File: config.mk
export PLATFORM = sky130hd
export DESIGN_NAME = fcce_ctrl
export DESIGN_NICKNAME = d
export VERILOG_FILES = /design/src/fcce_pkg.sv /design/src/fcce_ctrl.sv
export SDC_FILE = /design/constraint.sdc
export NUM_CORES = 1
export LEC_CHECK = 0
export BUFFER_PORTS_ARGS = -buffer_cell sky130_fd_sc_hd__buf_2
export CORE_MARGIN = 2
export CORE_UTILIZATION = 55
export DETAILED_ROUTE_END_ITERATION = 8
export GPL_TIMING_DRIVEN = 1
export PLACE_DENSITY = 0.77
export REMOVE_ABC_BUFFERS = 1
export SLEW_MARGIN = 20
export SYNTH_ARGS = -nofsm -noshare
export SYNTH_HDL_FRONTEND = slang
export SYNTH_SLANG_ARGS = --single-unit
export TNS_END_PERCENT = 30
File: constraint.sdc
create_clock -name clk -period 8.73 [get_ports clk]
set_input_delay 2.1825 -clock clk [delete_from_list [all_inputs] [get_ports clk]]
set_output_delay 2.1825 -clock clk [all_outputs]
set_load 0.02 [all_outputs]
File: src/fcce_pkg.sv
// Package for the FAT16 cluster chain engine: constants, codes and shared types.
`default_nettype none
package fcce_pkg;

  localparam int FAT_ENTRIES_DEF = 1024;
  localparam int MAX_CHAIN       = 128;
  localparam int CLUSTER_BYTES   = 2048;
  localparam int CLUSTER_SHIFT   = $clog2(CLUSTER_BYTES);
  localparam int SCAN_LIMIT      = 1000;
  localparam int ADDR_W          = 16;
  localparam int LINK_W          = 16;
  localparam int INDEX_W         = 10;
  localparam int COUNT_W         = 8;

  localparam logic [LINK_W-1:0] END_MARK  = 16'hFFFF;
  localparam logic [LINK_W-1:0] FREE_LINK = 16'h0000;

  typedef enum logic [1:0] {
    OP_ALLOC,
    OP_FREE,
    OP_READ,
    OP_WRITE
  } op_t;

  typedef enum logic [1:0] {
    ST_OK,
    ST_NOSPACE,
    ST_BADCHAIN,
    ST_TOOMANY
  } status_t;

  typedef enum logic [3:0] {
    S_IDLE,
    S_CNT,
    S_LNK,
    S_END,
    S_FCHK,
    S_FCHW,
    S_FCLR,
    S_FCLW,
    S_RDW,
    S_DONE
  } state_t;

  typedef struct packed {
    logic [ADDR_W-1:0] rd_addr;
    logic              we;
    logic [ADDR_W-1:0] wr_addr;
    logic [LINK_W-1:0] wr_data;
  } tbl_req_t;

endpackage
`default_nettype wire

File: src/fcce_ctrl.sv
// Sequencer for allocate, free, read and write, with the result register.
`default_nettype none
module fcce_ctrl
  import fcce_pkg::*;
#(
  parameter int FAT_ENTRIES = FAT_ENTRIES_DEF
) (
  input  wire logic               clk,
  input  wire logic               rst,
  input  wire logic               in_valid,
  output logic                    in_ready,
  input  wire op_t                in_op,
  input  wire logic [31:0]        in_size,
  input  wire logic [INDEX_W-1:0] in_idx,
  input  wire logic [LINK_W-1:0]  in_val,
  output logic                    out_valid,
  input  wire logic               out_ready,
  output status_t                 out_status,
  output logic [INDEX_W-1:0]      out_first,
  output logic [COUNT_W-1:0]      out_count,
  output logic [LINK_W-1:0]       out_link,
  output tbl_req_t                req,
  input  wire logic [LINK_W-1:0]  rd_data,
  input  wire logic               tbl_ready
);

  localparam int SCAN_END = (SCAN_LIMIT < FAT_ENTRIES) ? SCAN_LIMIT : FAT_ENTRIES;
  localparam int SW       = $clog2(SCAN_END + 1);
  localparam int NEED_W   = 33 - CLUSTER_SHIFT;
  localparam logic [16:0]        ENTRIES  = 17'(FAT_ENTRIES);
  localparam logic [SW-1:0]      SCAN_TOP = SW'(SCAN_END);
  localparam logic [SW-1:0]      SCAN_BOT = SW'(2);
  localparam logic [COUNT_W-1:0] CHAIN_MAX = COUNT_W'(MAX_CHAIN);

  state_t               state, state_next;
  logic [SW-1:0]        scan, scan_next;
  logic                 p_valid, p_valid_next;
  logic [SW-1:0]        p_idx, p_idx_next;
  logic [COUNT_W-1:0]   found, found_next;
  logic [COUNT_W-1:0]   need, need_next;
  logic                 have_prev, have_prev_next;
  logic [SW-1:0]        prev, prev_next;
  logic [SW-1:0]        head, head_next;
  logic [LINK_W-1:0]    cur, cur_next;
  logic [INDEX_W-1:0]   start, start_next;
  logic [COUNT_W-1:0]   len, len_next;
  status_t              res_status, res_status_next;
  logic [INDEX_W-1:0]   res_first, res_first_next;
  logic [COUNT_W-1:0]   res_count, res_count_next;
  logic [LINK_W-1:0]    res_link, res_link_next;
  logic                 out_valid_next;
  status_t              out_status_next;
  logic [INDEX_W-1:0]   out_first_next;
  logic [COUNT_W-1:0]   out_count_next;
  logic [LINK_W-1:0]    out_link_next;

  logic                 hit;
  logic                 issue;
  logic [COUNT_W-1:0]   found_inc;
  logic [32:0]          size_up;
  logic [NEED_W-1:0]    need_raw;
  logic [NEED_W-1:0]    need_eff;
  logic                 cur_ok;
  logic                 idx_ok;

  assign in_ready  = (state == S_IDLE) && tbl_ready;
  assign hit       = p_valid && (rd_data == FREE_LINK);
  assign issue     = scan < SCAN_TOP;
  assign found_inc = found + {{(COUNT_W-1){1'b0}}, hit};
  assign size_up   = {1'b0, in_size} + 33'(CLUSTER_BYTES - 1);
  assign need_raw  = size_up[32:CLUSTER_SHIFT];
  assign need_eff  = (need_raw == '0) ? NEED_W'(1) : need_raw;
  assign cur_ok    = ({1'b0, cur} >= 17'd2) && ({1'b0, cur} < ENTRIES);
  assign idx_ok    = {7'b0, in_idx} < ENTRIES;

  always_ff @(posedge clk) begin
    if (rst) begin
      state     <= S_IDLE;
      out_valid <= 1'b0;
    end else begin
      state     <= state_next;
      out_valid <= out_valid_next;
    end
  end

  always_ff @(posedge clk) begin
    scan       <= scan_next;
    p_valid    <= p_valid_next;
    p_idx      <= p_idx_next;
    found      <= found_next;
    need       <= need_next;
    have_prev  <= have_prev_next;
    prev       <= prev_next;
    head       <= head_next;
    cur        <= cur_next;
    start      <= start_next;
    len        <= len_next;
    res_status <= res_status_next;
    res_first  <= res_first_next;
    res_count  <= res_count_next;
    res_link   <= res_link_next;
    out_status <= out_status_next;
    out_first  <= out_first_next;
    out_count  <= out_count_next;
    out_link   <= out_link_next;
  end

  always_comb begin
    state_next      = state;
    scan_next       = scan;
    p_valid_next    = p_valid;
    p_idx_next      = p_idx;
    found_next      = found;
    need_next       = need;
    have_prev_next  = have_prev;
    prev_next       = prev;
    head_next       = head;
    cur_next        = cur;
    start_next      = start;
    len_next        = len;
    res_status_next = res_status;
    res_first_next  = res_first;
    res_count_next  = res_count;
    res_link_next   = res_link;
    out_valid_next  = out_valid && !out_ready;
    out_status_next = out_status;
    out_first_next  = out_first;
    out_count_next  = out_count;
    out_link_next   = out_link;
    req             = '0;

    unique case (state)
      S_IDLE: begin
        if (in_valid && tbl_ready) begin
          res_status_next = ST_OK;
          res_first_next  = '0;
          res_count_next  = '0;
          res_link_next   = '0;
          unique case (in_op)
            OP_ALLOC: begin
              if (need_eff > NEED_W'(MAX_CHAIN)) begin
                res_status_next = ST_TOOMANY;
                state_next      = S_DONE;
              end else begin
                need_next    = COUNT_W'(need_eff);
                scan_next    = SCAN_BOT;
                p_valid_next = 1'b0;
                found_next   = '0;
                state_next   = S_CNT;
              end
            end
            OP_FREE: begin
              cur_next   = {{(LINK_W-INDEX_W){1'b0}}, in_idx};
              start_next = in_idx;
              len_next   = '0;
              state_next = S_FCHK;
            end
            OP_READ: begin
              req.rd_addr = ADDR_W'(in_idx);
              state_next  = idx_ok ? S_RDW : S_DONE;
            end
            OP_WRITE: begin
              req.we      = idx_ok;
              req.wr_addr = ADDR_W'(in_idx);
              req.wr_data = in_val;
              state_next  = S_DONE;
            end
            default: state_next = S_DONE;
          endcase
        end
      end
      S_RDW: begin
        res_link_next = rd_data;
        state_next    = S_DONE;
      end
      S_CNT: begin
        req.rd_addr  = ADDR_W'(scan);
        scan_next    = issue ? scan + 1'b1 : scan;
        p_valid_next = issue;
        p_idx_next   = scan;
        found_next   = found_inc;
        if (found_inc == need) begin
          scan_next      = SCAN_BOT;
          p_valid_next   = 1'b0;
          found_next     = '0;
          have_prev_next = 1'b0;
          state_next     = S_LNK;
        end else if (!issue && !p_valid) begin
          res_status_next = ST_NOSPACE;
          state_next      = S_DONE;
        end
      end
      S_LNK: begin
        req.rd_addr  = ADDR_W'(scan);
        scan_next    = issue ? scan + 1'b1 : scan;
        p_valid_next = issue;
        p_idx_next   = scan;
        found_next   = found_inc;
        if (hit) begin
          req.we         = have_prev;
          req.wr_addr    = ADDR_W'(prev);
          req.wr_data    = LINK_W'(p_idx);
          head_next      = have_prev ? head : p_idx;
          prev_next      = p_idx;
          have_prev_next = 1'b1;
        end
        if (found_inc == need) begin
          state_next = S_END;
        end
      end
      S_END: begin
        req.we         = 1'b1;
        req.wr_addr    = ADDR_W'(prev);
        req.wr_data    = END_MARK;
        res_first_next = INDEX_W'(head);
        res_count_next = found;
        state_next     = S_DONE;
      end
      S_FCHK: begin
        if (!cur_ok || (len >= CHAIN_MAX)) begin
          res_status_next = ST_BADCHAIN;
          state_next      = S_DONE;
        end else begin
          req.rd_addr = ADDR_W'(cur);
          state_next  = S_FCHW;
        end
      end
      S_FCHW: begin
        len_next = len + 1'b1;
        if (rd_data == FREE_LINK) begin
          res_status_next = ST_BADCHAIN;
          state_next      = S_DONE;
        end else if (rd_data == END_MARK) begin
          cur_next   = {{(LINK_W-INDEX_W){1'b0}}, start};
          state_next = S_FCLR;
        end else begin
          cur_next   = rd_data;
          state_next = S_FCHK;
        end
      end
      S_FCLR: begin
        req.rd_addr = ADDR_W'(cur);
        state_next  = S_FCLW;
      end
      S_FCLW: begin
        req.we      = 1'b1;
        req.wr_addr = ADDR_W'(cur);
        req.wr_data = FREE_LINK;
        if (rd_data == END_MARK) begin
          res_count_next = len;
          state_next     = S_DONE;
        end else begin
          cur_next   = rd_data;
          state_next = S_FCLR;
        end
      end
      S_DONE: begin
        if (!out_valid || out_ready) begin
          out_valid_next  = 1'b1;
          out_status_next = res_status;
          out_first_next  = res_first;
          out_count_next  = res_count;
          out_link_next   = res_link;
          state_next      = S_IDLE;
        end
      end
      default: state_next = S_IDLE;
    endcase
  end

  a_no_result_while_clearing: assert property (@(posedge clk) disable iff (rst)
    !tbl_ready |-> !out_valid)
    else $error("Result presented during the table clearing pass.");

  a_one_item_at_a_time: assert property (@(posedge clk) disable iff (rst)
    in_valid && in_ready |=> !in_ready)
    else $error("Input ready again straight after a transfer.");

  a_error_clears_fields: assert property (@(posedge clk) disable iff (rst)
    out_valid && (out_status != ST_OK) |-> (out_count == '0) && (out_first == '0))
    else $error("Failed operation reports a chain head or count.");

  a_count_bounded: assert property (@(posedge clk) disable iff (rst)
    out_valid |-> out_count <= CHAIN_MAX)
    else $error("Cluster count beyond the chain limit.");

endmodule
`default_nettype wire

==> reports/qor.yml, run 1 <==
run_status:
  outcome: "completed"
critical_path:
  critPathMaxStageDelay_ps: 620
  path_cells: "buf_2 > nor4_1 > nand4_1 > nor2_1 > nand2_1 > inv_1 > a221o_1 > buf_2"
  cp-start-kind: "input port"
  cp-end-kind: "primary output"
  crit_top_cell: "buf_2"
  worstPathMaxFanout: 21
  arrival_ps: 4440
  crit_type: "input port to primary output"
  rrSetupSlack_ps: 5680
  timing.rr.end: "scan[4]"
  worst-path-buf-inv: 3
  reg2reg_from: "p_valid"
  required_ps: 6550
  critical_path.top_delay_family: "simple AND/OR/NAND/NOR gates"
  r2r.worst_path.cells: 11
  worst_path_max_delay_cell: "inv_1"
synthesis:
  synth_top_family_by_area: "simple AND/OR/NAND/NOR gates"
  synth.area.mux_share_pct: 0.376
  yosysSeqAreaShare_pct: 62.9
  async_reset_ff_share_pct: 0
  ys.flop_type: "edfxtp_1"
  yosys.area_share.simple_pct: 16.0
  synth_adder_area_share_pct: 1.41
  yosysTopAreaCell: "edfxtp_1"
  synth.ff_latch_count: 169
  synthTopCellsByArea: "edfxtp_1, and2_1, a222oi_1"
  synth-edff-count: 164
  synth_top_cell_area_share_pct: 61.6
  syn_avg_cell_area_um2: 12.7
  yosysWarnings: 0
  synth_cells: 627
  syn_area_mm2: 0.00799
  synth_xor_area_share_pct: 4.73
  synth.distinct_cells: 60
  synth_compound_area_share_pct: 11.6
route:
  final_antenna_net_count: 0
  wl_per_cell_um: 20.4
  drt_iter0_markers: 794
  drt_pass1_iterations: 6
  num_vias: 6140
  routed_wl_um: 20200
  drc: 0
  drt-vias-per-instance: 6.20
cells_and_area:
  antenna_cells: 0
  final_core_util_pct: 66.8
  final_cell_mix: "buf_2, edfxtp_1, and2_1"
  layout_commonest_cell: "buf_2"
  layout.cells.non_filler: 990
  post-route-cell-area_mm2: 0.00960
  fin_nets: 883
  syn_to_final_growth_pct: 20.1
  layout-drive-gt1-share_pct: 27.7
  fillCellCount: 1003
clock_tree:
  cts-resized-gates: 0
  clkSlewWorstSetupHoldPaths_ps: 70
  clockRootBuffer: "clkbuf_16"
  clock-sinks: 169
  numCtsBuffers: 17
  cts-hold-fix-buffers: 0
  insertion_delay_ps: 430
  cts_setup_buffers: 0
  cts_tree: "yes"
  cts-htree-levels: 4
  cts_buffer_depth: 2
placement:
  dpl_cell_area_mm2: 0.00901
  port_buffers: 167
  gp_congestion: 0.924
  dp_cells: 958
  dp_hpwl_um: 14600
power:
  p_leak_nw: 3.93
  pwr_density_cell_mw_per_mm2: 223
  peakVddDrop_v: 0.000160
worst_hold_path:
  whs_path_depth: 0
  min-delay-start: "res_link[1]"
  worstHoldPathType: "flop to flop"
  min_to: "out_link[1]"
sta:
  max_slew_margin_pct: 26.6
  rsz0062_at_grt: "no"
  fin_crit_sh_pct: 75.8
  fin_worst_skew_ps: 8.34
  worst_pin_slew_ps: 1100
  fin_crit_ps: 6620
  tns_ps: 0
  final_max_slew_viol_count: 0
  fmax_mhz: 151
  final_hold_viol_count: 0
  setup_viol: 0
  fin_hold_ws_ps: 416
floorplanning:
  die_h_um: 125
  fp-row-count: 44
  core_mm2: 0.0144
  io_pins: 168
  die_w_um: 125
  start_util_pct: 55.6
  dieArea_mm2: 0.0155
grt:
  grt-ovfl-total: 0
  grt_pass1_wl_um: 31100
  first_global_vias: 5889
  grt_max_degree: 39
  antenna_found_initial: 0
  grt_usage_pct: 25.8
job:
  drv_cap: 0
==> synth_stat cells, types with 3 or more instances <==
cell and count:
inv_1 32, ha_1 9, xnor3_1 3, a21o_1 8, o211ai_1 3, nand4_1 10
clkbuf_1 16, and3_1 10, o31a_1 3, a22o_1 12, and4_1 4, edfxtp_1 164
and2_1 51, nand2_1 32, a222oi_1 20, a211oi_1 5, o32ai_1 3, a21oi_1 8
xor2_1 14, o21a_1 4, nor2_1 41, nor4_1 14, mux2i_1 3, xnor2_1 16
buf_2 5, dfxtp_1 5, a221o_1 10, or2_2 4, nor2b_1 8, nand3_1 28
nor4b_1 3, nand3b_1 3, nand2b_1 6, nor3_1 12, o21ai_0 24
==> flip-flops by register name, indices dropped and copies added (netlist names), 2 cells and up <==
| register | flops |
|---|---|
| head | 10 |
| res_status | 2 |
| res_first | 10 |
| p_idx | 10 |
| prev | 10 |
| scan | 10 |
| out_first | 10 |
| res_link | 16 |
| state | 4 |
| out_link | 16 |
| res_count | 8 |
| out_count | 8 |
| need | 8 |
| len | 8 |
| start | 10 |
| found | 8 |
| cur | 16 |
| out_status | 2 |
==> worst max-delay path by stage <==
| stage | start | slack [ps] | endpoint | cells after the start |
|---|---|---|---|---|
| finish | rd_data[11] | 2110 | req[1] | 8 |
| floorplan | rd_data[11] | 2950 | req[0] | 6 |
| detailed placement | rd_data[11] | 2150 | req[32] | 8 |
| CTS | rd_data[11] | 2160 | req[32] | 8 |
| global route | rd_data[11] | 1990 | req[32] | 8 |
| global placement | rd_data[11] | 2240 | req[32] | 8 |
==> logic make-up after synthesis <==
group,after synthesis
flops,169
compound gates,119
buf+inv,57
simple gates,235
mux,3
fa+ha+maj,9
xor+xnor,35
==> metrics by stage <==
step / worst slack [ps] / power [mW]
6_report: 2110 / 2.14
3_3_place_gp: 2240 / 1.40
4_1_cts: 2160 / 2.14
2_1_floorplan: 2950 / 1.27
3_5_place_dp: 2150 / 1.41
5_1_grt: 1990 / 2.22
==> area by class of cell <==
class                   instances  area (µm²)  share of cell area, %
flip-flops and latches        169        5020                   52.4
inverters                      32         120                   1.25
multi-input cells             401        2770                   28.9
repair buffers                172         873                   9.10
clock inverters                14         149                   1.55
clock buffers                  18         429                   4.47
well taps                     184         230                   2.40
==> where the power goes <==
| part | switching (mW) | internal (mW) |
|---|---|---|
| sequential | 0.0668 | 1.02 |
| clock | 0.314 | 0.423 |
| combinational | 0.210 | 0.109 |
| total | 0.591 | 1.55 |
==> layer usage <==
metal  part of all wire [%]  vias to the layer above  global-route usage [%]
li1                       -                     2732                       -
met2                     49                      393                    42.3
met1                     39                     2956                    33.2
met3                    9.1                       59                    6.31
met5                      0                        -                       0
met4                    3.2                        0                    10.6
(Power assumes the default switching activity.)
==> inputs of run 2 (changes only) <==
--- a/config.mk
+++ b/config.mk
@@ -7,10 +7,10 @@
 export LEC_CHECK = 0
 export BUFFER_PORTS_ARGS = -buffer_cell sky130_fd_sc_hd__buf_2
 export CORE_MARGIN = 2
-export CORE_UTILIZATION = 55
+export CORE_UTILIZATION = 50
 export DETAILED_ROUTE_END_ITERATION = 8
 export GPL_TIMING_DRIVEN = 1
-export PLACE_DENSITY = 0.77
+export PLACE_DENSITY = 0.74
 export REMOVE_ABC_BUFFERS = 1
 export SLEW_MARGIN = 20
 export SYNTH_ARGS = -nofsm -noshare
==> constraint.sdc (replaced) <==
create_clock -name clk -period 6 [get_ports clk]
set_input_delay 1.5 -clock clk [delete_from_list [all_inputs] [get_ports clk]]
set_output_delay 1.5 -clock clk [all_outputs]
set_load 0.02 [all_outputs]
==> run 2 against run 1 <==
Effect of this change: the run now ends with DRC left; clock power is 52% higher; register-to-register slack worse by 2700 ps; sequential power is 45% higher; sequential share of layout area is 0.57 points lower; global-route usage is 3.0 points lower; largest cell class unchanged.
==> reports/qor.yml, run 2 (synthesis gave the netlist of run 1 again) <==
run_status:
  outcome: "finished, violations left"
  violations: "DRC"
clock_tree:
  numCtsBuffers: 17
  cts-resized-gates: 0
  clkSlewWorstSetupHoldPaths_ps: 70
  clockRootBuffer: "clkbuf_16"
  cts_setup_buffers: 0
  cts_buffer_depth: 2
  cts_tree: "yes"
  cts-hold-fix-buffers: 0
  insertion_delay_ps: 430
  clock-sinks: 169
  cts-htree-levels: 4
critical_path:
  crit_type: "input port to primary output"
  worstPathMaxFanout: 21
  path_cells: "buf_2 > nor4_1 > nand4_1 > nor2_1 > nand2_1 > inv_1 > a221o_1 > buf_2"
  required_ps: 4500
  worst_path_max_delay_cell: "inv_1"
  cp-start-kind: "input port"
  cp-end-kind: "primary output"
  critPathMaxStageDelay_ps: 600
  arrival_ps: 3720
  crit_top_cell: "buf_2"
worst_hold_path:
  worstHoldPathType: "flop to flop"
power:
  peakVddDrop_v: 0.000258
  p_leak_nw: 3.95
  pwr_density_cell_mw_per_mm2: 327
  power.total_mw: 3.17
grt:
  grt-ovfl-total: 0
  first_global_vias: 5641
  grt_max_degree: 39
  antenna_found_initial: 0
  grt_pass1_wl_um: 29400
  grt_usage_pct: 22.9
sta:
  fmax_mhz: 192
  tns_ps: 0
  max_slew_margin_pct: 28.9
  final_max_slew_viol_count: 0
  setup_slack_ps: 781
  setup_viol: 0
  final_hold_viol_count: 0
  fin_worst_skew_ps: 7.88
  rsz0062_at_grt: "no"
  fin_crit_sh_pct: 87.0
  worst_pin_slew_ps: 1070
  fin_crit_ps: 5220
floorplanning:
  die_w_um: 130
  die_h_um: 130
  start_util_pct: 50.7
  io_pins: 168
  core_mm2: 0.0158
  fp-row-count: 46
  dieArea_mm2: 0.0170
cells_and_area:
  final_cell_mix: "buf_2, edfxtp_1, and2_1"
  multiInputGateArea_mm2: 0.00277
  fin_nets: 885
  fillCellCount: 1258
  layout.cells.non_filler: 1024
  final_core_util_pct: 61.5
  reg_top3: "cur x16, out_link x16, res_link x16"
  layout-drive-gt1-share_pct: 28.0
  syn_to_final_growth_pct: 21.4
  layout_commonest_cell: "buf_2"
  regArea_mm2: 0.00502
  antenna_cells: 0
placement:
  dp_hpwl_um: 14100
  dp_cells: 991
  place_ws_ps: 812
  port_buffers: 167
  gp_congestion: 0.892
route:
  drc: 4
  final_antenna_net_count: 0
  drt-vias-per-instance: 5.84
  num_vias: 5983
  drt_pass1_iterations: 9
  drt_iter0_markers: 599
  wl_per_cell_um: 19.1
  routed_wl_um: 19500
job:
  drv_cap: 0
run 2: report_power, final:
group          internal [mW]  switching [mW]
Sequential              1.48          0.0950
Clock                  0.664           0.460
Combinational          0.166           0.305
run 2: final cells by class:
cell class              count  area share, %
clock inverters            15           1.97
repair buffers            174           9.29
well taps                 216           2.79
flip-flops and latches    169           51.8
inverters                  32           1.24
multi-input cells         401           28.5
clock buffers              17           4.38
run 2: path summary, 6_finish.rpt:
kind / slack [ps] / depth (start not counted) / start / end
worst max-delay path: 780 / 8 / rd_data[11] / req[3]
worst min-delay path: 420 / 0 / res_link[7] / out_link[7]
worst max register to register: 2940 / 11 / p_valid / scan[4]
worst min register to register: 420 / 0 / res_link[7] / out_link[7]
run 2: layer usage:
| layer | wire length [µm] | vias up | global-route usage [%] |
|---|---|---|---|
| met5 | 0 | - | 0 |
| met4 | 377 | 0 | 8.20 |
| li1 | - | 2749 | - |
| met1 | 7490 | 2858 | 28.9 |
| met3 | 1730 | 40 | 5.58 |
| met2 | 9930 | 336 | 38.8 |
run 2: worst max-delay path: cells and delay by family:
family / cells / cell delay (ps)
AOI/OAI and AO/OA: 1 / 270
buffers and inverters: 3 / 880
and+or+nand+nor: 4 / 1050
run 2: through the flow:
| step | area, µm² | hold WS [ps] |
|---|---|---|
| 5_1_grt | 9700 | 424 |
| 6_report | 9700 | 419 |
| 2_1_floorplan | 7880 | 400 |
| 3_3_place_gp | 9060 | 402 |
| 3_5_place_dp | 9060 | 405 |
| 4_1_cts | 9670 | 418 |
==> inputs of run 3 (changes only) <==
--- a/config.mk
+++ b/config.mk
@@ -5,12 +5,14 @@
 export SDC_FILE = /design/constraint.sdc
 export NUM_CORES = 1
 export LEC_CHECK = 0
+export ABC_AREA = 1
 export BUFFER_PORTS_ARGS = -buffer_cell sky130_fd_sc_hd__buf_2
-export CORE_MARGIN = 2
+export CORE_MARGIN = 4
 export CORE_UTILIZATION = 50
+export CTS_CLUSTER_SIZE = 20
 export DETAILED_ROUTE_END_ITERATION = 8
 export GPL_TIMING_DRIVEN = 1
-export PLACE_DENSITY = 0.74
+export PLACE_DENSITY = 0.73
 export REMOVE_ABC_BUFFERS = 1
 export SLEW_MARGIN = 20
 export SYNTH_ARGS = -nofsm -noshare
==> run 3 against run 2 <==
Effect of this change: design area rose by 5.5%; via count rose by 19%; sequential share of layout area fell by 2.7 points; highest routed layer unchanged; non-clock buffer count rose by 1; critical path depth fell by 1; largest power group unchanged; the flow now finishes without violations; critical endpoint is now req[5]; count of clock-buffer cells in the layout rose by 1; wire length rose by 16%; die area rose by 14%; critical path type unchanged.
==> reports/qor.yml, run 3 <==
route:
  final_antenna_net_count: 0
  drt_iter0_markers: 613
  wl_per_cell_um: 17.0
  drt_pass1_iterations: 7
  drt-vias-per-instance: 5.37
  drc: 0
  num_vias: 7137
  routed_wl_um: 22600
floorplanning:
  start_util_pct: 51.5
  core_mm2: 0.0167
  io_pins: 168
  dieArea_mm2: 0.0194
  die_w_um: 139
  die_h_um: 139
  fp-row-count: 47
sta:
  fin_crit_ps: 4960
  tns_ps: 0
  final_hold_viol_count: 0
  setup_slack_ps: 1040
  fin_hold_ws_ps: 415
  fin_worst_skew_ps: 7.03
  fmax_mhz: 202
  max_slew_margin_pct: 33.7
  fin_crit_sh_pct: 82.7
  rsz0062_at_grt: "no"
  final_max_slew_viol_count: 0
  setup_viol: 0
  worst_pin_slew_ps: 994
clock_tree:
  clockRootBuffer: "clkbuf_16"
  clock-sinks: 169
  cts-resized-gates: 0
  cts_tree: "yes"
  cts-hold-fix-buffers: 0
  cts_buffer_depth: 2
  numCtsBuffers: 17
  cts-htree-levels: 4
  cts_setup_buffers: 0
  insertion_delay_ps: 440
  clkSlewWorstSetupHoldPaths_ps: 60
synthesis:
  ys_top_cells_by_count: "nand2_1, edfxtp_1, inv_1"
  yosysTopAreaCell: "edfxtp_1"
  synthTopCellsByArea: "edfxtp_1, nand2_1, inv_1"
  synth_compound_area_share_pct: 8.20
  synth_xor_area_share_pct: 1.43
  synth.ff_latch_count: 169
  syn_avg_cell_area_um2: 9.34
  synth_top_family_by_area: "simple AND/OR/NAND/NOR gates"
  synth_top_cell_area_share_pct: 57.2
  yosysSeqAreaShare_pct: 58.4
  yosys.area_share.simple_pct: 22.5
  synth_cells: 921
  ys.flop_type: "edfxtp_1"
  synth.distinct_cells: 44
  synth-edff-count: 164
  synth_adder_area_share_pct: 1.31
  synth.most_common_cell: "nand2_1"
  yosysWarnings: 0
  syn_area_mm2: 0.00860
  synth.area.mux_share_pct: 0
  async_reset_ff_share_pct: 0
run_status:
  outcome: "completed"
critical_path:
  crit_type: "input port to primary output"
  worstPathMaxFanout: 22
  cp-start-kind: "input port"
  required_ps: 4500
  arrival_ps: 3460
  cp-end-kind: "primary output"
placement:
  gp_congestion: 0.976
  dp_hpwl_um: 17500
  port_buffers: 167
  place_ws_ps: 1100
  dp_cells: 1297
cells_and_area:
  layout_commonest_cell: "nand2_1"
  layout.cells.non_filler: 1330
  fillCellCount: 1478
  reg_top3: "cur x16, out_link x16, res_link x16"
  layout-drive-gt1-share_pct: 20.2
  fin_nets: 1186
  syn_to_final_growth_pct: 18.9
  final_cell_mix: "nand2_1, buf_2, edfxtp_1"
grt:
  grt_usage_pct: 23.3
  first_global_vias: 6899
  grt_pass1_wl_um: 35600
  antenna_found_initial: 0
  grt_max_degree: 37
  grt-ovfl-total: 0
power:
  p_leak_nw: 4.58
  power.total_mw: 3.25
  pwr_density_cell_mw_per_mm2: 317
  switching_share_pct: 31.2
  combPwrFrac_pct: 20.1
  clkPwrFrac_pct: 30.5
  p_switching_mw: 1.01
  pwr-share-seq_pct: 49.5
  p_int_mw: 2.23
  peakVddDrop_v: 0.000206
job:
  drv_cap: 0
worst_hold_path:
  worstHoldPathType: "flop to flop"
## run 3: final cells by class
cell class | instances | area [µm²] | area share, %
clock buffers | 18 | 429 | 4.19
inverters | 163 | 612 | 5.98
clock inverters | 14 | 100 | 0.978
multi-input cells | 570 | 2890 | 28.3
diodes | 1 | 2.50 | 0.0245
well taps | 220 | 275 | 2.69
repair buffers | 175 | 896 | 8.76
flip-flops and latches | 169 | 5020 | 49.1
## run 3: stage by stage
step,util [%],area [µm²]
floorplan,-,8510
global placement,58.1,9700
detailed placement,58.1,9700
CTS,61.3,10200
global route,61.3,10200
finish,61.3,10200
## run 3: logic make-up after synthesis
kind of cell	after synthesis
compound gates	99
xor+xnor	14
fa+ha+maj	9
simple gates	448
flops	169
buf+inv	182
## run 3: path summary, 6_finish.rpt
| path | startpoint | to | slack (ps) | cells past startpoint |
|---|---|---|---|---|
| worst max-delay path | rd_data[4] | req[5] | 1040 | 7 |
| worst min-delay path | res_link[10] | out_link[10] | 410 | 0 |
| worst max register to register | state[2] | cur[6] | 2280 | 9 |
| worst min register to register | res_link[10] | out_link[10] | 410 | 0 |
## run 3: metal layers
metal	global-route usage [%]	up-vias	part of all wire [%]
li1	-	3468	-
met1	28.2	3259	38
met2	40.8	358	50
met3	5.55	52	9.2
met4	8.39	0	2.8
met5	0	-	0
## run 3: critical path, stage by stage
cell and delay (ps):
buf_2 120, nor4_1 660, nand4_1 290, nor2_2 190
buf_4 310, a221o_1 210, buf_2 160
## run 3: power groups by stage
stage	logic, mW	clock network (mW)	registers, mW
global placement	0.639	0	1.62
CTS	0.650	0.999	1.61
floorplan	0.403	0	1.62
finish	0.651	0.989	1.61
global route	0.718	1.05	1.62
detailed placement	0.645	0	1.63
